$ cat config.mk
export PLATFORM = sky130hd
export DESIGN_NAME = ham6_pixel_encoder_flat
export DESIGN_NICKNAME = d
export VERILOG_FILES = /design/src/design/ham6_pkg.sv /design/src/design/ham6_if.sv /design/src/design/ham6_pixel_encoder.sv /design/src/design/ham6_dist_unit.sv /design/src/design/ham6_palette.sv /design/src/flat_wrapper.sv
export VERILOG_INCLUDE_DIRS = /design/src /design/src/design
export SDC_FILE = /design/constraint.sdc
export NUM_CORES = 1
export LEC_CHECK = 0
export BUFFER_PORTS_ARGS = -buffer_cell sky130_fd_sc_hd__buf_2
export CAP_MARGIN = 20
export CORE_MARGIN = 2
export CORE_UTILIZATION = 51
export CTS_BUF_LIST = sky130_fd_sc_hd__clkbuf_4 sky130_fd_sc_hd__clkbuf_8
export CTS_CLUSTER_DIAMETER = 120
export CTS_CLUSTER_SIZE = 40
export DETAILED_ROUTE_END_ITERATION = 8
export PLACE_DENSITY = 0.78
export SLEW_MARGIN = 20
export SYNTH_ARGS = -nofsm -noshare
export SYNTH_HDL_FRONTEND = slang
export SYNTH_HIERARCHICAL = 1
export SYNTH_SLANG_ARGS = --single-unit
$ cat constraint.sdc
create_clock -name clk -period 14.05 [get_ports clk]
set_input_delay 2.81 -clock clk [delete_from_list [all_inputs] [get_ports clk]]
set_output_delay 2.81 -clock clk [all_outputs]
set_load 0.02 [all_outputs]
$ cat src/design/ham6_pixel_encoder_defines.svh
// ----------------------------------------------------------------------------
// HAM6 pixel encoder assertion macros
// Shared assertion macros for the encoder. Each expects clk and rst in scope.
// ----------------------------------------------------------------------------
`ifndef HAM6_PIXEL_ENCODER_DEFINES_SVH
`define HAM6_PIXEL_ENCODER_DEFINES_SVH

// A condition that must hold at every clock edge outside reset.
`define HAM6_ASSERT_ALWAYS(lbl, cond, msg) \
  lbl: assert property (@(posedge clk) disable iff (rst) (cond)) else $error(msg);

// A condition that must hold in the cycle after the trigger.
`define HAM6_ASSERT_NEXT(lbl, trig, cond, msg) \
  lbl: assert property (@(posedge clk) disable iff (rst) (trig) |=> (cond)) \
    else $error(msg);

`endif

$ cat src/design/ham6_pkg.sv
// ----------------------------------------------------------------------------
// HAM6 pixel encoder package
// Types, constants and helper functions shared across the encoder.
// ----------------------------------------------------------------------------
package ham6_pkg;

  // Default and largest palette size.
  localparam int PALETTE_DEPTH_DEF = 16;

  // Field widths fixed by the pixel and pen formats.
  localparam int PIX_W  = 8;
  localparam int CH_W   = 4;
  localparam int DIST_W = 6;
  localparam int PEN_W  = 6;
  localparam int LIMIT_W = 5;
  localparam int CFG_W  = 6;
  localparam int CFG_IDX_W = 1;

  // Configuration register indexes.
  localparam logic [CFG_IDX_W-1:0] CFG_ALLOC_THRESHOLD = 1'b0;
  localparam logic [CFG_IDX_W-1:0] CFG_PALETTE_LIMIT   = 1'b1;

  // Configuration reset values.
  localparam logic [DIST_W-1:0]  THRESHOLD_RESET = 6'd4;
  localparam logic [LIMIT_W-1:0] LIMIT_RESET     = 5'd16;

  // Distance start value for a search; above any real distance (at most 45).
  localparam logic [DIST_W-1:0] DIST_MAX = 6'd63;

  // Division by 17 as a multiply by a reciprocal: exact for 8-bit inputs.
  localparam int QUANT_MUL   = 241;
  localparam int QUANT_SHIFT = 12;

  // A 12-bit colour, four bits a channel.
  typedef struct packed {
    logic [CH_W-1:0] red;
    logic [CH_W-1:0] green;
    logic [CH_W-1:0] blue;
  } colour_t;

  localparam colour_t COLOUR_BLACK = '{red: 4'd0, green: 4'd0, blue: 4'd0};
  localparam colour_t COLOUR_WHITE = '{red: 4'd15, green: 4'd15, blue: 4'd15};

  // Channel select, encoded as the top two bits of the modify pen.
  typedef enum logic [1:0] {
    CH_BLUE  = 2'b01,
    CH_RED   = 2'b10,
    CH_GREEN = 2'b11
  } chan_sel_t;

  // Result of the shared distance unit.
  typedef struct packed {
    logic [DIST_W-1:0] full;
    logic [DIST_W-1:0] corrected;
    chan_sel_t         worst;
  } dist_t;

  // Sequencer states.
  typedef enum logic [2:0] {
    S_IDLE,
    S_PREP,
    S_SEARCH,
    S_ALLOC,
    S_EMIT
  } state_t;

  // Quantise an 8-bit channel to 4 bits (value / 17).
  function automatic logic [CH_W-1:0] quantise(input logic [PIX_W-1:0] v);
    logic [15:0] prod;
    prod = 16'(v) * 16'(QUANT_MUL);
    return prod[15:QUANT_SHIFT];
  endfunction

endpackage

$ cat src/design/ham6_if.sv
// ----------------------------------------------------------------------------
// HAM6 pixel encoder channel interfaces
// Valid/ready channels for incoming pixels and outgoing pen codes.
// ----------------------------------------------------------------------------
interface ham6_pixel_if;
  logic       valid;
  logic       ready;
  logic [7:0] red_in;
  logic [7:0] green_in;
  logic [7:0] blue_in;
  logic       line_start;

  modport source (output valid, red_in, green_in, blue_in, line_start, input ready);
  modport sink (input valid, red_in, green_in, blue_in, line_start, output ready);
endinterface

interface ham6_pen_if;
  logic       valid;
  logic       ready;
  logic [5:0] pen;
  logic       alloc_valid;
  logic [3:0] alloc_index;
  logic [3:0] alloc_red;
  logic [3:0] alloc_green;
  logic [3:0] alloc_blue;

  modport source (output valid, pen, alloc_valid, alloc_index, alloc_red, alloc_green,
                  alloc_blue, input ready);
  modport sink (input valid, pen, alloc_valid, alloc_index, alloc_red, alloc_green,
                alloc_blue, output ready);
endinterface

$ cat src/design/ham6_pixel_encoder.sv
// ----------------------------------------------------------------------------
// HAM6 pixel encoder
// Turns 8-bit RGB pixels into 6-bit hold-and-modify pen codes.
// ----------------------------------------------------------------------------
// One pixel is taken at a time and is quantised as it is transferred. The
// sequencer then compares it with the previous colour in S_PREP and, when a
// palette search is needed, visits each palette entry in use (2 up to
// PALETTE_DEPTH) in S_SEARCH, then passes through S_ALLOC and S_EMIT, which
// hands over the result once the output register is free. The search is
// skipped when the pixel does not start a line and the previous colour
// already matches in at least two channels. The search shares the single
// distance unit across the entries. A result may wait in the output
// register while the next pixel is taken in. Configuration writes are
// taken at any time but belong in idle periods.
// ----------------------------------------------------------------------------
`include "ham6_pixel_encoder_defines.svh"

module ham6_pixel_encoder #(
  parameter int PALETTE_DEPTH = ham6_pkg::PALETTE_DEPTH_DEF
) (
  input  logic                             clk,
  input  logic                             rst,
  input  logic                             cfg_write,
  input  logic [ham6_pkg::CFG_IDX_W-1:0]   cfg_index,
  input  logic [ham6_pkg::CFG_W-1:0]       cfg_data,
  ham6_pixel_if.sink                       pixel,
  ham6_pen_if.source                       code
);

  localparam int IDX_W = $clog2(PALETTE_DEPTH);
  localparam int CNT_W = $clog2(PALETTE_DEPTH + 1);

  ham6_pkg::state_t            state, state_next;
  ham6_pkg::colour_t           q;
  ham6_pkg::colour_t           prev;
  ham6_pkg::colour_t           modified;
  ham6_pkg::colour_t           dist_b;
  ham6_pkg::colour_t           rd_data;
  ham6_pkg::dist_t             dres;
  ham6_pkg::chan_sel_t         widx;
  logic                        ls;
  logic [ham6_pkg::DIST_W-1:0] dif;
  logic [ham6_pkg::DIST_W-1:0] bestd;
  logic [IDX_W-1:0]            idx;
  logic [IDX_W-1:0]            best;
  logic [IDX_W-1:0]            rd_addr;
  logic [CNT_W-1:0]            used;
  logic [ham6_pkg::DIST_W-1:0] threshold;
  logic [ham6_pkg::LIMIT_W-1:0] limit;
  logic [ham6_pkg::LIMIT_W-1:0] cap;
  logic                        alloc;
  logic                        use_pal;
  logic                        do_alloc;
  logic                        last_entry;
  logic                        emit_go;
  logic [ham6_pkg::CH_W-1:0]   mod_val;

  // Configuration registers.
  always_ff @(posedge clk) begin
    if (rst) begin
      threshold <= ham6_pkg::THRESHOLD_RESET;
      limit     <= ham6_pkg::LIMIT_RESET;
    end else if (cfg_write) begin
      unique case (cfg_index)
        ham6_pkg::CFG_ALLOC_THRESHOLD: threshold <= cfg_data;
        ham6_pkg::CFG_PALETTE_LIMIT:   limit     <= cfg_data[ham6_pkg::LIMIT_W-1:0];
      endcase
    end
  end

  // Palette store.
  ham6_palette #(
    .DEPTH (PALETTE_DEPTH)
  ) u_palette (
    .clk     (clk),
    .rst     (rst),
    .wr_en   (state == ham6_pkg::S_ALLOC && do_alloc),
    .wr_addr (used[IDX_W-1:0]),
    .wr_data (q),
    .rd_addr (rd_addr),
    .rd_data (rd_data)
  );

  // Shared distance unit: previous colour first, palette entries after.
  assign dist_b  = (state == ham6_pkg::S_PREP) ? prev : rd_data;
  assign rd_addr = (state == ham6_pkg::S_EMIT) ? best : idx;

  ham6_dist_unit u_dist (
    .a      (q),
    .b      (dist_b),
    .result (dres)
  );

  // Allocation test: a value of palette_limit above the depth acts as the depth.
  always_comb begin
    cap = (limit < ham6_pkg::LIMIT_W'(PALETTE_DEPTH)) ? limit
                                                       : ham6_pkg::LIMIT_W'(PALETTE_DEPTH);
    do_alloc   = (bestd > threshold) && (ham6_pkg::LIMIT_W'(used) < cap);
    last_entry = (CNT_W'(idx) + CNT_W'(1)) == used;
    emit_go    = (state == ham6_pkg::S_EMIT) && (!code.valid || code.ready);
  end

  // Modify path: the worst channel takes its quantised value.
  always_comb begin
    modified = prev;
    case (widx)
      ham6_pkg::CH_GREEN: begin
        mod_val        = q.green;
        modified.green = q.green;
      end
      ham6_pkg::CH_BLUE: begin
        mod_val       = q.blue;
        modified.blue = q.blue;
      end
      default: begin
        mod_val      = q.red;
        modified.red = q.red;
      end
    endcase
  end

  // Sequencer state register.
  always_ff @(posedge clk) begin
    if (rst) begin
      state <= ham6_pkg::S_IDLE;
    end else begin
      state <= state_next;
    end
  end

  // Next state and pixel handshake.
  always_comb begin
    state_next  = state;
    pixel.ready = 1'b0;
    unique case (state)
      ham6_pkg::S_IDLE: begin
        pixel.ready = 1'b1;
        if (pixel.valid) state_next = ham6_pkg::S_PREP;
      end
      ham6_pkg::S_PREP: begin
        if (!ls && dres.corrected == '0) state_next = ham6_pkg::S_EMIT;
        else state_next = ham6_pkg::S_SEARCH;
      end
      ham6_pkg::S_SEARCH: begin
        if (last_entry) state_next = ham6_pkg::S_ALLOC;
      end
      ham6_pkg::S_ALLOC: begin
        state_next = ham6_pkg::S_EMIT;
      end
      ham6_pkg::S_EMIT: begin
        if (emit_go) state_next = ham6_pkg::S_IDLE;
      end
      default: state_next = ham6_pkg::S_IDLE;
    endcase
  end

  // Per-pixel working registers.
  always_ff @(posedge clk) begin
    if (state == ham6_pkg::S_IDLE && pixel.valid) begin
      q.red   <= ham6_pkg::quantise(pixel.red_in);
      q.green <= ham6_pkg::quantise(pixel.green_in);
      q.blue  <= ham6_pkg::quantise(pixel.blue_in);
      ls      <= pixel.line_start;
    end
    if (state == ham6_pkg::S_PREP) begin
      dif     <= dres.corrected;
      widx    <= dres.worst;
      idx     <= '0;
      best    <= '0;
      bestd   <= ham6_pkg::DIST_MAX;
      alloc   <= 1'b0;
      use_pal <= 1'b0;
    end
    if (state == ham6_pkg::S_SEARCH) begin
      if (dres.full < bestd) begin
        bestd <= dres.full;
        best  <= idx;
      end
      idx <= idx + IDX_W'(1);
    end
    if (state == ham6_pkg::S_ALLOC) begin
      if (do_alloc) begin
        best  <= used[IDX_W-1:0];
        bestd <= '0;
        alloc <= 1'b1;
      end
      use_pal <= ls || ((do_alloc ? '0 : bestd) < dif);
    end
  end

  // Palette fill count and previous colour.
  always_ff @(posedge clk) begin
    if (rst) begin
      used <= CNT_W'(2);
      prev <= ham6_pkg::COLOUR_BLACK;
    end else begin
      if (state == ham6_pkg::S_ALLOC && do_alloc) used <= used + CNT_W'(1);
      if (emit_go) prev <= use_pal ? rd_data : modified;
    end
  end

  // Output register; a result may wait here while the next pixel is taken.
  always_ff @(posedge clk) begin
    if (rst) begin
      code.valid <= 1'b0;
    end else if (emit_go) begin
      code.valid <= 1'b1;
    end else if (code.ready) begin
      code.valid <= 1'b0;
    end
  end

  always_ff @(posedge clk) begin
    if (emit_go) begin
      code.pen         <= use_pal ? ham6_pkg::PEN_W'(best) : {widx, mod_val};
      code.alloc_valid <= alloc;
      code.alloc_index <= alloc ? 4'(best) : 4'd0;
      code.alloc_red   <= alloc ? q.red   : 4'd0;
      code.alloc_green <= alloc ? q.green : 4'd0;
      code.alloc_blue  <= alloc ? q.blue  : 4'd0;
    end
  end

  // Assertions.
  `HAM6_ASSERT_ALWAYS(a_used_range,
    used >= CNT_W'(2) && used <= CNT_W'(PALETTE_DEPTH), "palette fill count out of range")
  `HAM6_ASSERT_ALWAYS(a_search_bound,
    state != ham6_pkg::S_SEARCH || CNT_W'(idx) < used, "search index beyond filled entries")
  `HAM6_ASSERT_NEXT(a_alloc_count, state == ham6_pkg::S_ALLOC && do_alloc,
    used == $past(used) + CNT_W'(1), "allocation did not advance fill count")
  `HAM6_ASSERT_NEXT(a_alloc_index, emit_go && alloc,
    code.alloc_index == 4'(used - CNT_W'(1)), "allocated index is not the newest entry")

endmodule

$ cat src/design/ham6_dist_unit.sv
// ----------------------------------------------------------------------------
// HAM6 distance unit
// Shared colour distance: full sum, sum less the worst channel, worst channel.
// ----------------------------------------------------------------------------
module ham6_dist_unit (
  input  ham6_pkg::colour_t a,
  input  ham6_pkg::colour_t b,
  output ham6_pkg::dist_t   result
);

  logic [ham6_pkg::CH_W-1:0]   d_red, d_green, d_blue;
  logic [ham6_pkg::CH_W-1:0]   worst_val;
  logic [ham6_pkg::DIST_W-1:0] sum;

  // Absolute difference on each channel.
  always_comb begin
    d_red   = (a.red   > b.red)   ? a.red   - b.red   : b.red   - a.red;
    d_green = (a.green > b.green) ? a.green - b.green : b.green - a.green;
    d_blue  = (a.blue  > b.blue)  ? a.blue  - b.blue  : b.blue  - a.blue;
  end

  // Worst channel; ties keep the earlier channel, red first.
  always_comb begin
    worst_val    = d_red;
    result.worst = ham6_pkg::CH_RED;
    if (d_green > worst_val) begin
      worst_val    = d_green;
      result.worst = ham6_pkg::CH_GREEN;
    end
    if (d_blue > worst_val) begin
      worst_val    = d_blue;
      result.worst = ham6_pkg::CH_BLUE;
    end
  end

  // Sum of the differences and the corrected distance.
  always_comb begin
    sum              = ham6_pkg::DIST_W'(d_red) + ham6_pkg::DIST_W'(d_green)
                     + ham6_pkg::DIST_W'(d_blue);
    result.full      = sum;
    result.corrected = sum - ham6_pkg::DIST_W'(worst_val);
  end

endmodule

$ cat src/design/ham6_palette.sv
// ----------------------------------------------------------------------------
// HAM6 palette store
// Colour registers with one write port and one read port.
// ----------------------------------------------------------------------------
module ham6_palette #(
  parameter int DEPTH = ham6_pkg::PALETTE_DEPTH_DEF
) (
  input  logic                     clk,
  input  logic                     rst,
  input  logic                     wr_en,
  input  logic [$clog2(DEPTH)-1:0] wr_addr,
  input  ham6_pkg::colour_t        wr_data,
  input  logic [$clog2(DEPTH)-1:0] rd_addr,
  output ham6_pkg::colour_t        rd_data
);

  ham6_pkg::colour_t entries [DEPTH];

  // Entry 1 resets to white and all others to black.
  always_ff @(posedge clk) begin
    if (rst) begin
      for (int k = 0; k < DEPTH; k++) begin
        entries[k] <= (k == 1) ? ham6_pkg::COLOUR_WHITE : ham6_pkg::COLOUR_BLACK;
      end
    end else if (wr_en) begin
      entries[wr_addr] <= wr_data;
    end
  end

  // Read port.
  assign rd_data = entries[rd_addr];

endmodule
$ cat src/flat_wrapper.sv
// flat-port wrapper written by rule: the top's interface ports become plain ports
module ham6_pixel_encoder_flat 
#(
  parameter int PALETTE_DEPTH = ham6_pkg::PALETTE_DEPTH_DEF
)
  (clk, rst, cfg_write, cfg_index, cfg_data, pixel_valid, pixel_red_in, pixel_green_in, pixel_blue_in, pixel_line_start, pixel_ready, code_valid, code_pen, code_alloc_valid, code_alloc_index, code_alloc_red, code_alloc_green, code_alloc_blue, code_ready);
  ham6_pixel_if pixel_i ();
  ham6_pen_if code_i ();
  input  logic clk;
  input  logic rst;
  input  logic cfg_write;
  input  logic [ham6_pkg::CFG_IDX_W-1:0] cfg_index;
  input  logic [ham6_pkg::CFG_W-1:0] cfg_data;
  input wire logic [$bits(pixel_i.valid)-1:0] pixel_valid;
  input wire logic [$bits(pixel_i.red_in)-1:0] pixel_red_in;
  input wire logic [$bits(pixel_i.green_in)-1:0] pixel_green_in;
  input wire logic [$bits(pixel_i.blue_in)-1:0] pixel_blue_in;
  input wire logic [$bits(pixel_i.line_start)-1:0] pixel_line_start;
  output wire logic [$bits(pixel_i.ready)-1:0] pixel_ready;
  output wire logic [$bits(code_i.valid)-1:0] code_valid;
  output wire logic [$bits(code_i.pen)-1:0] code_pen;
  output wire logic [$bits(code_i.alloc_valid)-1:0] code_alloc_valid;
  output wire logic [$bits(code_i.alloc_index)-1:0] code_alloc_index;
  output wire logic [$bits(code_i.alloc_red)-1:0] code_alloc_red;
  output wire logic [$bits(code_i.alloc_green)-1:0] code_alloc_green;
  output wire logic [$bits(code_i.alloc_blue)-1:0] code_alloc_blue;
  input wire logic [$bits(code_i.ready)-1:0] code_ready;
  assign pixel_i.valid = pixel_valid;
  assign pixel_i.red_in = pixel_red_in;
  assign pixel_i.green_in = pixel_green_in;
  assign pixel_i.blue_in = pixel_blue_in;
  assign pixel_i.line_start = pixel_line_start;
  assign pixel_ready = pixel_i.ready;
  assign code_valid = code_i.valid;
  assign code_pen = code_i.pen;
  assign code_alloc_valid = code_i.alloc_valid;
  assign code_alloc_index = code_i.alloc_index;
  assign code_alloc_red = code_i.alloc_red;
  assign code_alloc_green = code_i.alloc_green;
  assign code_alloc_blue = code_i.alloc_blue;
  assign code_i.ready = code_ready;
  ham6_pixel_encoder #(.PALETTE_DEPTH(PALETTE_DEPTH)) u_core (.clk(clk), .rst(rst), .cfg_write(cfg_write), .cfg_index(cfg_index), .cfg_data(cfg_data), .pixel(pixel_i), .code(code_i));
endmodule
==> results of run 1 <==
-- cell type report --
cell class / instances / area, um2
flip-flops and latches: 284 / 8100
clock buffers: 15 / 181
clock inverters: 2 / 46.3
multi-input cells: 948 / 8580
fillers: 2735 / 15100
well taps: 448 / 561
diodes: 1 / 2.50
inverters: 140 / 526
repair buffers: 86 / 493
-- through the flow --
| stage | worst slack, ns | util, % | instances | instance area (um2) |
|---|---|---|---|---|
| 3_3_place_gp | 5.25 | 54.3 | 1906 | 18300 |
| 2_1_floorplan | 6.16 | - | 1436 | 17500 |
| 5_1_grt | 3.92 | 55.0 | 1923 | 18500 |
| 4_1_cts | 4.76 | 55.0 | 1923 | 18500 |
| 3_5_place_dp | 4.88 | 54.3 | 1906 | 18300 |
| 6_report | 4.58 | 55.0 | 1924 | 18500 |
-- cell families (layout without fill, tap and decap cells) --
family / count (synthesis) / in the layout / synth area share, %
mux: 96 / 96 / 9.21
other cells: 0 / 1 / 0
compound gates: 169 / 169 / 6.82
buf+inv: 204 / 243 / 4.54
fa+ha+maj: 208 / 208 / 17.2
xor+xnor: 31 / 31 / 1.55
flops: 284 / 284 / 46.4
simple gates: 444 / 444 / 14.3
-- per-layer routing --
metal / global-route usage (%) / part of all wire (%) / up-vias
li1: - / - / 5145
met1: 28.5 / 42 / 5438
met2: 34.7 / 48 / 382
met3: 3.00 / 7.3 / 58
met4: 5.80 / 2.5 / 4
met5: 0 / 0.054 / -
-- synthesized netlist by cell type, types with 11 or more instances --
cell      count
o21ai_0      25
or2_2        20
nand3_1      26
a22oi_1      24
fa_1         53
ha_1        155
mux2_2       13
xnor2_1      17
and2_1      209
dfxtp_1      43
nand2_1      60
inv_1       139
a21oi_1      40
mux4_2       48
clkbuf_1     50
a211oi_1     16
or3_1        13
nor2_1       55
mux2i_1      32
xor2_1       14
nor2b_1      11
edfxtp_1    241
a21o_1       13
-- worst max-delay path, delay by kind of cell, from the launching register on --
| family | cells | cell delay, ns |
|---|---|---|
| simple gates | 10 | 3.12 |
| compound gates | 12 | 2.43 |
| fa+ha+maj | 6 | 1.73 |
| mux | 3 | 1.17 |
| flops | 1 | 0.43 |
| buf+inv | 4 | 0.34 |
| xor+xnor | 1 | 0.17 |
-- worst min path at each step --
stage	to	depth (start not counted)	slack (ns)
2_1_floorplan	u_core/limit[0]	2	0.43
3_3_place_gp	u_core/limit[0]	2	0.44
3_5_place_dp	u_core/limit[0]	2	0.45
4_1_cts	u_core/limit[0]	2	0.48
5_1_grt	u_core/limit[1]	2	0.50
6_report	u_core/limit[2]	2	0.48
-- registers in the layout, indices dropped and copies added (netlist names) --
register                  count
u_core/code.valid             1
u_core/q                     12
u_core/code.alloc_green       4
u_core/used                   5
u_core/code.pen               6
u_core/best                   4
u_core/threshold              6
u_core/code.alloc_valid       1
u_core/u_palette/entries    192
u_core/dif                    6
u_core/code.alloc_index       4
u_core/code.alloc_blue        4
u_core/code.alloc_red         4
u_core/idx                    4
u_core/state                  3
u_core/ls                     1
u_core/prev                  12
u_core/alloc                  1
u_core/widx                   2
u_core/bestd                  6
u_core/limit                  5
u_core/use_pal                1
==> results_tabular.tex, run 1 <==
\begin{tabular}{lr}
\hline
Metric & Value \\
\hline
\multicolumn{2}{l}{\textbf{Floorplan}} \\
Floorplan die width & approximately 190 um \\
Placeable core region & around 34,000 um2 \\
Die area & about 36,000 um2 \\
Starting density of the core & 51.9\% \\
Top Ports & between 60 and 70 \\
Standard-cell rows & 67 \\
Chip Height & 189 um \\
\multicolumn{2}{l}{\textbf{Final layout}} \\
Top library cells by usage in the layout, fill and taps aside & 241 x edfxtp\_1, 209 x and2\_1, 155 x ha\_1 \\
Synthesis-to-layout area growth & 5.88\% \\
Share of cells above drive strength 1 & between 10\% and 20\% \\
Fin nets & 1,716 \\
Most frequent standard cell in the layout excluding fill and tap cells & edfxtp\_1 \\
\multicolumn{2}{l}{\textbf{Synthesis}} \\
Synth cell types & 80 \\
Dominant cell type by area after synthesis & edfxtp\_1 \\
Dominant cells by area after synthesis & edfxtp\_1 41\%, ha\_1 11\%, and2\_1 7.5\%, mux4\_2 6.2\%, fa\_1 6.1\% \\
Number of enable-type register cells in the synthesized netlist & 241 \\
Main flop type after synthesis & edfxtp\_1 \\
Number of flip-flops and latches in the synthesized netlist & approximately 280 \\
Fraction of post-synthesis cell area in the top cell type by area & 41.4\% \\
Count of yosys warnings during synthesis & 6 \\
Portion of the post-synthesis area used by sequential elements & 46.4\% \\
Fraction of registers with async set or reset after synthesis & 0\% \\
Synthesized area & $\sim$17,000 um2 \\
Mean post-synth cell area & roughly 12 um2 \\
Synthesized net count & 1,681 \\
Count of mapped cells out of synthesis & between 1,000 and 1,500 \\
\multicolumn{2}{l}{\textbf{Clocking}} \\
Clock net sink count & 284 \\
Hold bufs inserted after CTS & 0 \\
Buffer type at the clock tree root & clkbuf\_8 \\
Maximum count of clock buffers along a single path & 3 \\
Number of buffers inserted during clock tree synthesis & 11 \\
Number of buffers added for setup after CTS & 0 \\
Clock tree from TritonCTS & built \\
Number of H-tree levels & 1 \\
Clock slew at the register clock pins of the worst setup and hold paths & roughly 0.23 ns \\
CTS resizes & 0 \\
Clock latency on the worst-skew pair & 0.57 ns \\
\multicolumn{2}{l}{\textbf{Setup path}} \\
Capture point of the worst path & u\_core/state[2] \\
Crit path launch & u\_core/state[2] \\
Critical path's slowest cell & nand2\_4 \\
WP data arrival & 9.99 ns \\
Type of the worst setup path & register to register \\
Critical path peak fanout & 48 \\
Startpoint types & register \\
Crit end category & register \\
Terminus of the critical flop-to-flop path & u\_core/state[2] \\
Maximum cell stage delay along the critical path & roughly 0.71 ns \\
Worst reg-to-reg setup slack & $\sim$4.6 ns \\
Cells on worst reg2reg path & 36 \\
WP data required & 14.57 ns \\
Worst reg2reg startpoint & u\_core/state[2] \\
\multicolumn{2}{l}{\textbf{Timing}} \\
Fin Setup TNS & 0 ns \\
Slew at the pin with the worst max-slew slack & roughly 1.1 ns \\
Fin. max-slew vios & 0 \\
Relative slew slack & a little over a quarter \\
Minimum clock period after layout & approximately 9.5 ns \\
Number of setup violations in the final report & 0 \\
RSZ-0062 raised after global routing & no \\
Maximum operating frequency & approximately 110 MHz \\
Worst hold slack after final layout & 0.479 ns \\
Final Cycle Share & 67.4\% \\
Maximum clock skew at final layout & 0.0478 ns \\
Final hold violations & 0 \\
\multicolumn{2}{l}{\textbf{Detailed routing}} \\
Number of detailed-routing iterations run before antenna repair & 6 \\
Total detailed-routing wirelength & 37.0 mm \\
Routed WL per cell & 19.2 um \\
Violation count after the first detailed-routing iteration & roughly 980 \\
Vias per Instance & 5.73 \\
Post-route DRC & 0 \\
Number of nets still failing antenna checks after routing & 0 \\
Vias & between 10,000 and 15,000 \\
\multicolumn{2}{l}{\textbf{Run status}} \\
Status & complete, no violations \\
\multicolumn{2}{l}{\textbf{Global routing}} \\
Global route total overflow & 0 \\
First-pass GRT wire length & just under 60 mm \\
Maximum number of pins on one net before global-route repair & between 50 and 60 \\
Vias in the first global route & about 11,000 \\
Global router's overall resource usage & between 20\% and 30\% \\
Antenna violations before repair & 2 \\
\multicolumn{2}{l}{\textbf{Placed design}} \\
HPWL Detailed & between 20 and 30 mm \\
Final RePlAce weighted congestion & approximately 0.93 \\
Port bufs & between 60 and 70 \\
\multicolumn{2}{l}{\textbf{Hold path}} \\
HP Class & register to register \\
Startpoint of the tightest hold check path & u\_core/limit[2] \\
\multicolumn{2}{l}{\textbf{Job}} \\
Max-cap violations & 0 \\
\hline
\end{tabular}
Power of run 1 is left out: the tool's default activity adds up to more than one toggle a clock period on the data nets, which glitch-free logic cannot reach.
==> run 2: changes to the inputs <==
--- a/config.mk
+++ b/config.mk
@@ -14,7 +14,7 @@
 export CTS_CLUSTER_DIAMETER = 120
 export CTS_CLUSTER_SIZE = 40
 export DETAILED_ROUTE_END_ITERATION = 8
-export PLACE_DENSITY = 0.78
+export PLACE_DENSITY = 0.8
 export SLEW_MARGIN = 20
 export SYNTH_ARGS = -nofsm -noshare
 export SYNTH_HDL_FRONTEND = slang
==> constraint.sdc (replaced) <==
create_clock -name clk -period 7.6 [get_ports clk]
set_input_delay 1.52 -clock clk [delete_from_list [all_inputs] [get_ports clk]]
set_output_delay 1.52 -clock clk [all_outputs]
set_load 0.02 [all_outputs]
==> run 2 against run 1 <==
Net effect: the flow now finishes with violations (negative setup slack); wire length increased by 17%; flip-flop and latch count unchanged; non-clock buffer count increased by 160; largest cell class unchanged; cell area increased by 10%; global-route usage increased by 3.4 points; maximum frequency increased by 18%; clock skew increased by 0.045 ns; via count increased by 11%; cell count increased by 8.4%; critical path type unchanged; highest routed layer is now met4; count of clock-buffer cells in the layout unchanged.
==> results_tabular.tex, run 2 (synthesis results as in run 1) <==
\begin{tabular}{lr}
\hline
Metric & Value \\
\hline
\multicolumn{2}{l}{\textbf{Timing}} \\
Minimum setup slack in the final design & -0.450 ns (was 4.58 ns) \\
Number of setup violations in the final report & 3 (was 0) \\
Final Cycle Share & 106\% (was 67.4\%) \\
RSZ-0062 raised after global routing & yes (was no) \\
Fin. max-slew vios & 0 (unchanged) \\
Final hold violations & 0 (unchanged) \\
Fin Setup TNS & -1.11 ns (was 0 ns) \\
Slew at the pin with the worst max-slew slack & 0.931 ns (was 1.10 ns) \\
Minimum clock period after layout & 8.05 ns (was 9.47 ns) \\
Relative slew slack & 37.6\% (was 26.8\%) \\
Maximum operating frequency & 124 MHz (was 106 MHz) \\
Maximum clock skew at final layout & 0.0931 ns (was 0.0478 ns) \\
\multicolumn{2}{l}{\textbf{Job}} \\
Max-cap violations & 0 (unchanged) \\
\multicolumn{2}{l}{\textbf{Run status}} \\
Violated checks & negative setup slack \\
Status & complete, but fails checks (was complete, no violations) \\
\multicolumn{2}{l}{\textbf{Final layout}} \\
Most frequent standard cell in the layout excluding fill and tap cells & edfxtp\_1 (unchanged) \\
Registers with the highest flip-flop counts & u\_core/u\_palette/entries (192), u\_core/prev (12), u\_core/q (12) (unchanged) \\
Top library cells by usage in the layout, fill and taps aside & 241 x edfxtp\_1, 209 x and2\_1, 160 x buf\_4 (was 241 x edfxtp\_1, 209 x and2\_1, 155 x ha\_1) \\
Synthesis-to-layout area growth & 16.7\% (was 5.88\%) \\
Top reg by flops & u\_core/u\_palette/entries (unchanged) \\
Number of flip-flops in the largest register & 192 (unchanged) \\
Final standard cell area without fillers & 20,400 um2 (was 18,500 um2) \\
Share of cells above drive strength 1 & 26.7\% (was 14.0\%) \\
Final cell utilization of the core & 60.6\% (was 55.0\%) \\
Fin nets & 1,876 (was 1,716) \\
\multicolumn{2}{l}{\textbf{Clocking}} \\
Clock latency on the worst-skew pair & 0.60 ns (was 0.57 ns) \\
Number of H-tree levels & 1 (unchanged) \\
Maximum count of clock buffers along a single path & 3 (unchanged) \\
Clock tree from TritonCTS & built (unchanged) \\
Buffer type at the clock tree root & clkbuf\_8 (unchanged) \\
Clock slew at the register clock pins of the worst setup and hold paths & 0.24 ns (was 0.23 ns) \\
Hold bufs inserted after CTS & 0 (unchanged) \\
Number of buffers inserted during clock tree synthesis & 11 (unchanged) \\
Clock net sink count & 284 (unchanged) \\
\multicolumn{2}{l}{\textbf{Global routing}} \\
Antenna violations before repair & 1 (was 2) \\
Vias in the first global route & 12,463 (was 10,864) \\
Global route total overflow & 0 (unchanged) \\
Global router's overall resource usage & 24.2\% (was 20.8\%) \\
Maximum number of pins on one net before global-route repair & 52 (unchanged) \\
First-pass GRT wire length & 67.4 mm (was 58.4 mm) \\
\multicolumn{2}{l}{\textbf{Setup path}} \\
Maximum cell stage delay along the critical path & 0.56 ns (was 0.71 ns) \\
WP data arrival & 8.55 ns (was 9.99 ns) \\
Crit end category & register (unchanged) \\
Worst reg-to-reg setup slack & -0.45 ns (was 4.58 ns) \\
Capture point of the worst path & u\_core/state[1] (was u\_core/state[2]) \\
Critical path's slowest cell & or4\_4 (was nand2\_4) \\
Crit path launch & u\_core/state[0] (was u\_core/state[2]) \\
Cells on worst reg2reg path & 40 (was 36) \\
WP data required & 8.10 ns (was 14.57 ns) \\
Type of the worst setup path & register to register (unchanged) \\
Critical path peak fanout & 8 (was 48) \\
Worst reg2reg startpoint & u\_core/state[0] (was u\_core/state[2]) \\
Terminus of the critical flop-to-flop path & u\_core/state[1] (was u\_core/state[2]) \\
Startpoint types & register (unchanged) \\
\multicolumn{2}{l}{\textbf{Detailed routing}} \\
Number of detailed-routing iterations run before antenna repair & 5 (was 6) \\
Total detailed-routing wirelength & 43.4 mm (was 37.0 mm) \\
Violation count after the first detailed-routing iteration & 1,143 (was 982) \\
Routed WL per cell & 20.8 um (was 19.2 um) \\
Vias per Instance & 5.87 (was 5.73) \\
Number of nets still failing antenna checks after routing & 0 (unchanged) \\
Post-route DRC & 0 (unchanged) \\
Vias & 12,244 (was 11,027) \\
\multicolumn{2}{l}{\textbf{Floorplan}} \\
Die area & 35,700 um2 (unchanged) \\
Standard-cell rows & 67 (unchanged) \\
Placeable core region & 33,600 um2 (unchanged) \\
Starting density of the core & 51.9\% (unchanged) \\
Top Ports & 62 (unchanged) \\
Floorplan die width & 189 um (unchanged) \\
Chip Height & 189 um (unchanged) \\
\multicolumn{2}{l}{\textbf{Hold path}} \\
HP Class & register to register (unchanged) \\
\multicolumn{2}{l}{\textbf{Placed design}} \\
Setup slack at placement & -0.357 ns (was 4.88 ns) \\
Port bufs & 61 (unchanged) \\
Post-Place Cell Area & 18,900 um2 (was 18,300 um2) \\
HPWL Detailed & 28.0 mm (was 26.2 mm) \\
Final RePlAce weighted congestion & 0.892 (was 0.934) \\
\hline
\end{tabular}
-- run 2: changes by cell type in the layout (fill, tap and decap cells not counted), moves of 10 or more --
| cell | previous run | this run |
|---|---|---|
| buf_12 | 0 | 12 |
| ha_4 | 0 | 10 |
| buf_4 | 25 | 160 |
| a22oi_1 | 24 | 13 |
| a22oi_2 | 0 | 11 |
| ha_1 | 155 | 143 |
-- run 2: how the worst min path moves through the flow --
stage               cells after the start         endpoint             from  slack, ns
floorplan                               2  u_core/limit[0]  u_core/limit[0]       0.43
global placement                        2  u_core/limit[0]  u_core/limit[0]       0.44
detailed placement                      2  u_core/limit[1]  u_core/limit[1]       0.45
CTS                                     2  u_core/limit[1]  u_core/limit[1]       0.47
global route                            2  u_core/limit[3]  u_core/limit[3]       0.51
finish                                  2  u_core/limit[1]  u_core/limit[1]       0.47
-- run 2: through the flow --
step	std cells	hold slack, ns
3_3_place_gp	1974	0.444
6_report	2085	0.470
5_1_grt	2083	0.509
3_5_place_dp	1975	0.448
2_1_floorplan	1436	0.432
4_1_cts	2070	0.472
-- run 2: critical path, delay by kind of cell, from the launching register on --
family,cells,cell delay [ns]
AOI/OAI and AO/OA,11,2.02
xor gates and xnor gates,1,0.10
adders and majority gates,5,1.38
buffers and inverters,8,1.09
DFF,1,0.42
muxes,4,0.99
and+or+nand+nor,11,1.92
-- run 2: layout make-up --
| cell class | count | area (um2) |
|---|---|---|
| clock buffer | 15 | 181 |
| tap | 448 | 561 |
| timing repair buffer | 246 | 1950 |
| antenna | 2 | 5.00 |
| multi-input combinational | 948 | 9020 |
| sequential | 284 | 8100 |
| inverter | 140 | 526 |
| clock inverter | 2 | 36.3 |
| fill | 2427 | 13200 |
-- run 2: layer usage --
layer,vias to the layer above,track usage [%],part of all wire (%)
li1,5462,-,-
met1,6043,31.9,40
met3,133,3.13,8.0
met2,606,41.1,48
met4,0,9.28,4.3
met5,-,0,0
-- run 2: what timing repair did --
item,in CTS,in global routing
endpoints found under the setup margin,2,3
cloned,3,0
gates resized for setup,58,40
buffers inserted,75,16
pin swaps,30,36
Power of run 2 is left out for the same reason.
==> run 3: changes to the inputs <==
--- a/config.mk
+++ b/config.mk
@@ -9,12 +9,12 @@
 export BUFFER_PORTS_ARGS = -buffer_cell sky130_fd_sc_hd__buf_2
 export CAP_MARGIN = 20
 export CORE_MARGIN = 2
-export CORE_UTILIZATION = 51
+export CORE_UTILIZATION = 45
 export CTS_BUF_LIST = sky130_fd_sc_hd__clkbuf_4 sky130_fd_sc_hd__clkbuf_8
 export CTS_CLUSTER_DIAMETER = 120
 export CTS_CLUSTER_SIZE = 40
 export DETAILED_ROUTE_END_ITERATION = 8
-export PLACE_DENSITY = 0.8
+export PLACE_DENSITY = 0.73
 export SLEW_MARGIN = 20
 export SYNTH_ARGS = -nofsm -noshare
 export SYNTH_HDL_FRONTEND = slang
==> run 3 against run 2 <==
Net effect: the flow still finishes with violations (negative setup slack); via count down 4.9%; first-iteration DRC count down 13%; cell area down 1.3%; non-clock buffer count down 43; die area up 13%; clock skew down 0.043 ns; critical path type unchanged; count of clock-buffer cells in the layout unchanged; cell count up 1.2%; register-to-register slack better by 0.18 ns; global-route usage down 4.1 points; setup slack better by 0.18 ns; utilization down 8.3 points.
==> results_tabular.tex, run 3 (synthesis results as in run 1) <==
\begin{tabular}{lr}
\hline
Metric & Value \\
\hline
\multicolumn{2}{l}{\textbf{Detailed routing}} \\
Number of nets still failing antenna checks after routing & 0 (unchanged) \\
Routed WL per cell & 19.5 um (was 20.8 um) \\
Post-route DRC & 0 (unchanged) \\
Vias per Instance & 5.51 (was 5.87) \\
Violation count after the first detailed-routing iteration & 991 (was 1,143) \\
Vias & 11,638 (was 12,244) \\
Number of detailed-routing iterations run before antenna repair & 5 (unchanged) \\
Total detailed-routing wirelength & 41.1 mm (was 43.4 mm) \\
\multicolumn{2}{l}{\textbf{Final layout}} \\
Final cell utilization of the core & 52.3\% (was 60.6\%) \\
Number of flip-flops in the largest register & 192 (unchanged) \\
Most frequent standard cell in the layout excluding fill and tap cells & edfxtp\_1 (unchanged) \\
Top reg by flops & u\_core/u\_palette/entries (unchanged) \\
Synthesis-to-layout area growth & 15.3\% (was 16.7\%) \\
Fin nets & 1,834 (was 1,876) \\
Top library cells by usage in the layout, fill and taps aside & 241 x edfxtp\_1, 209 x and2\_1, 143 x ha\_1 (was 241 x edfxtp\_1, 209 x and2\_1, 160 x buf\_4) \\
Number of diodes & 0 (was 2) \\
Filler cells & 3,236 (was 2,427) \\
Share of cells above drive strength 1 & 24.7\% (was 26.7\%) \\
Registers with the highest flip-flop counts & u\_core/u\_palette/entries (192), u\_core/prev (12), u\_core/q (12) (unchanged) \\
\multicolumn{2}{l}{\textbf{Clocking}} \\
Hold bufs inserted after CTS & 0 (unchanged) \\
Number of H-tree levels & 1 (unchanged) \\
Clock tree from TritonCTS & built (unchanged) \\
Clock net sink count & 284 (unchanged) \\
Clock slew at the register clock pins of the worst setup and hold paths & 0.22 ns (was 0.24 ns) \\
Maximum count of clock buffers along a single path & 3 (unchanged) \\
Buffer type at the clock tree root & clkbuf\_8 (unchanged) \\
Number of buffers inserted during clock tree synthesis & 11 (unchanged) \\
Clock latency on the worst-skew pair & 0.57 ns (was 0.60 ns) \\
\multicolumn{2}{l}{\textbf{Global routing}} \\
Global route total overflow & 0 (unchanged) \\
First-pass GRT wire length & 64.2 mm (was 67.4 mm) \\
Maximum number of pins on one net before global-route repair & 52 (unchanged) \\
Vias in the first global route & 11,696 (was 12,463) \\
Antenna violations before repair & 0 (was 1) \\
Global router's overall resource usage & 20.1\% (was 24.2\%) \\
\multicolumn{2}{l}{\textbf{Setup path}} \\
Crit end category & register (unchanged) \\
WP data arrival & 8.32 ns (was 8.55 ns) \\
Worst reg-to-reg setup slack & -0.27 ns (was -0.45 ns) \\
Critical path peak fanout & 6 (was 8) \\
Maximum cell stage delay along the critical path & 0.45 ns (was 0.56 ns) \\
WP data required & 8.06 ns (was 8.10 ns) \\
Critical path's slowest cell & or4\_4 (unchanged) \\
Most numerous cell on the critical path & buf\_4 \\
Startpoint types & register (unchanged) \\
Type of the worst setup path & register to register (unchanged) \\
Cells on worst reg2reg path & 41 (was 40) \\
\multicolumn{2}{l}{\textbf{Timing}} \\
Maximum clock skew at final layout & 0.0502 ns (was 0.0931 ns) \\
Final hold violations & 0 (unchanged) \\
Minimum setup slack in the final design & -0.268 ns (was -0.450 ns) \\
Slew at the pin with the worst max-slew slack & 1.15 ns (was 0.931 ns) \\
Maximum operating frequency & 127 MHz (was 124 MHz) \\
Minimum clock period after layout & 7.87 ns (was 8.05 ns) \\
Relative slew slack & 23.1\% (was 37.6\%) \\
Fin. max-slew vios & 0 (unchanged) \\
Number of setup violations in the final report & 2 (was 3) \\
RSZ-0062 raised after global routing & yes (unchanged) \\
Final Cycle Share & 104\% (was 106\%) \\
\multicolumn{2}{l}{\textbf{Floorplan}} \\
Chip Height & 201 um (was 189 um) \\
Die area & 40,400 um2 (was 35,700 um2) \\
Standard-cell rows & 72 (was 67) \\
Top Ports & 62 (unchanged) \\
Starting density of the core & 45.4\% (was 51.9\%) \\
Floorplan die width & 201 um (was 189 um) \\
Placeable core region & 38,500 um2 (was 33,600 um2) \\
\multicolumn{2}{l}{\textbf{Placed design}} \\
Setup slack at placement & -0.462 ns (was -0.357 ns) \\
Port bufs & 61 (unchanged) \\
Final RePlAce weighted congestion & 0.917 (was 0.892) \\
HPWL Detailed & 28.6 mm (was 28.0 mm) \\
\multicolumn{2}{l}{\textbf{Hold path}} \\
Worst Hold Path Cells & 2 (unchanged) \\
HP Class & register to register (unchanged) \\
\multicolumn{2}{l}{\textbf{Run status}} \\
Status & complete, but fails checks (unchanged) \\
Violated checks & negative setup slack (unchanged) \\
\multicolumn{2}{l}{\textbf{Job}} \\
Max-cap violations & 0 (unchanged) \\
\hline
\end{tabular}
==> run 3: worst paths after layout <==
kind | start | end
worst max register to register | u_core/state[0] | u_core/state[1]
worst min-delay path | u_core/limit[2] | u_core/limit[2]
worst max-delay path | u_core/state[0] | u_core/state[1]
worst min register to register | u_core/limit[2] | u_core/limit[2]
==> run 3: stage by stage <==
step                      hold WS [ns]  TNS (ns)  cell area [um2]  std cells
after floorplan                  0.432         0            17500       1436
after global placement           0.443    -0.320            19100       2063
after detailed placement         0.457    -0.880            19100       2063
after CTS                        0.483   -0.0545            19900       2104
after global routing             0.509     -1.03            20100       2111
final                            0.482    -0.505            20100       2111
==> run 3: critical path, delay by kind of cell, from the launching register on <==
kind | cells | cell delay, ns
AO/OA/AOI/OAI | 11 | 1.72
XOR/XNOR | 1 | 0.15
adder cells (fa/ha/maj) | 4 | 1.19
buffers and inverters | 11 | 1.32
flip-flops | 1 | 0.39
multiplexers | 3 | 0.95
AND/OR/NAND/NOR | 11 | 2.01
==> run 3: metal layers <==
metal	vias up	track usage, %	share of wire [%]
li1	5378	-	-
met1	5788	27.3	42
met2	413	34.3	49
met3	59	2.40	6.7
met4	0	5.08	2.3
met5	-	0	0
==> run 3: layout make-up <==
type | count | area, um2 | area share (%)
multi-input combinational | 949 | 9090 | 45.2
inverter | 140 | 526 | 2.61
clock buffer | 15 | 181 | 0.902
sequential | 284 | 8100 | 40.3
tap | 518 | 648 | 3.22
timing repair buffer | 203 | 1530 | 7.59
clock inverter | 2 | 46.3 | 0.230
==> run 3: repair_timing <==
action                                  in CTS  in global routing
resized for setup                           70                 38
hold endpoints to repair                     0                  0
setup buffers                               21                  8
pin swaps                                   22                 17
endpoints found under the setup margin       2                  2
gates cloned                                 3                  0
Power of run 3 is left out for the same reason.
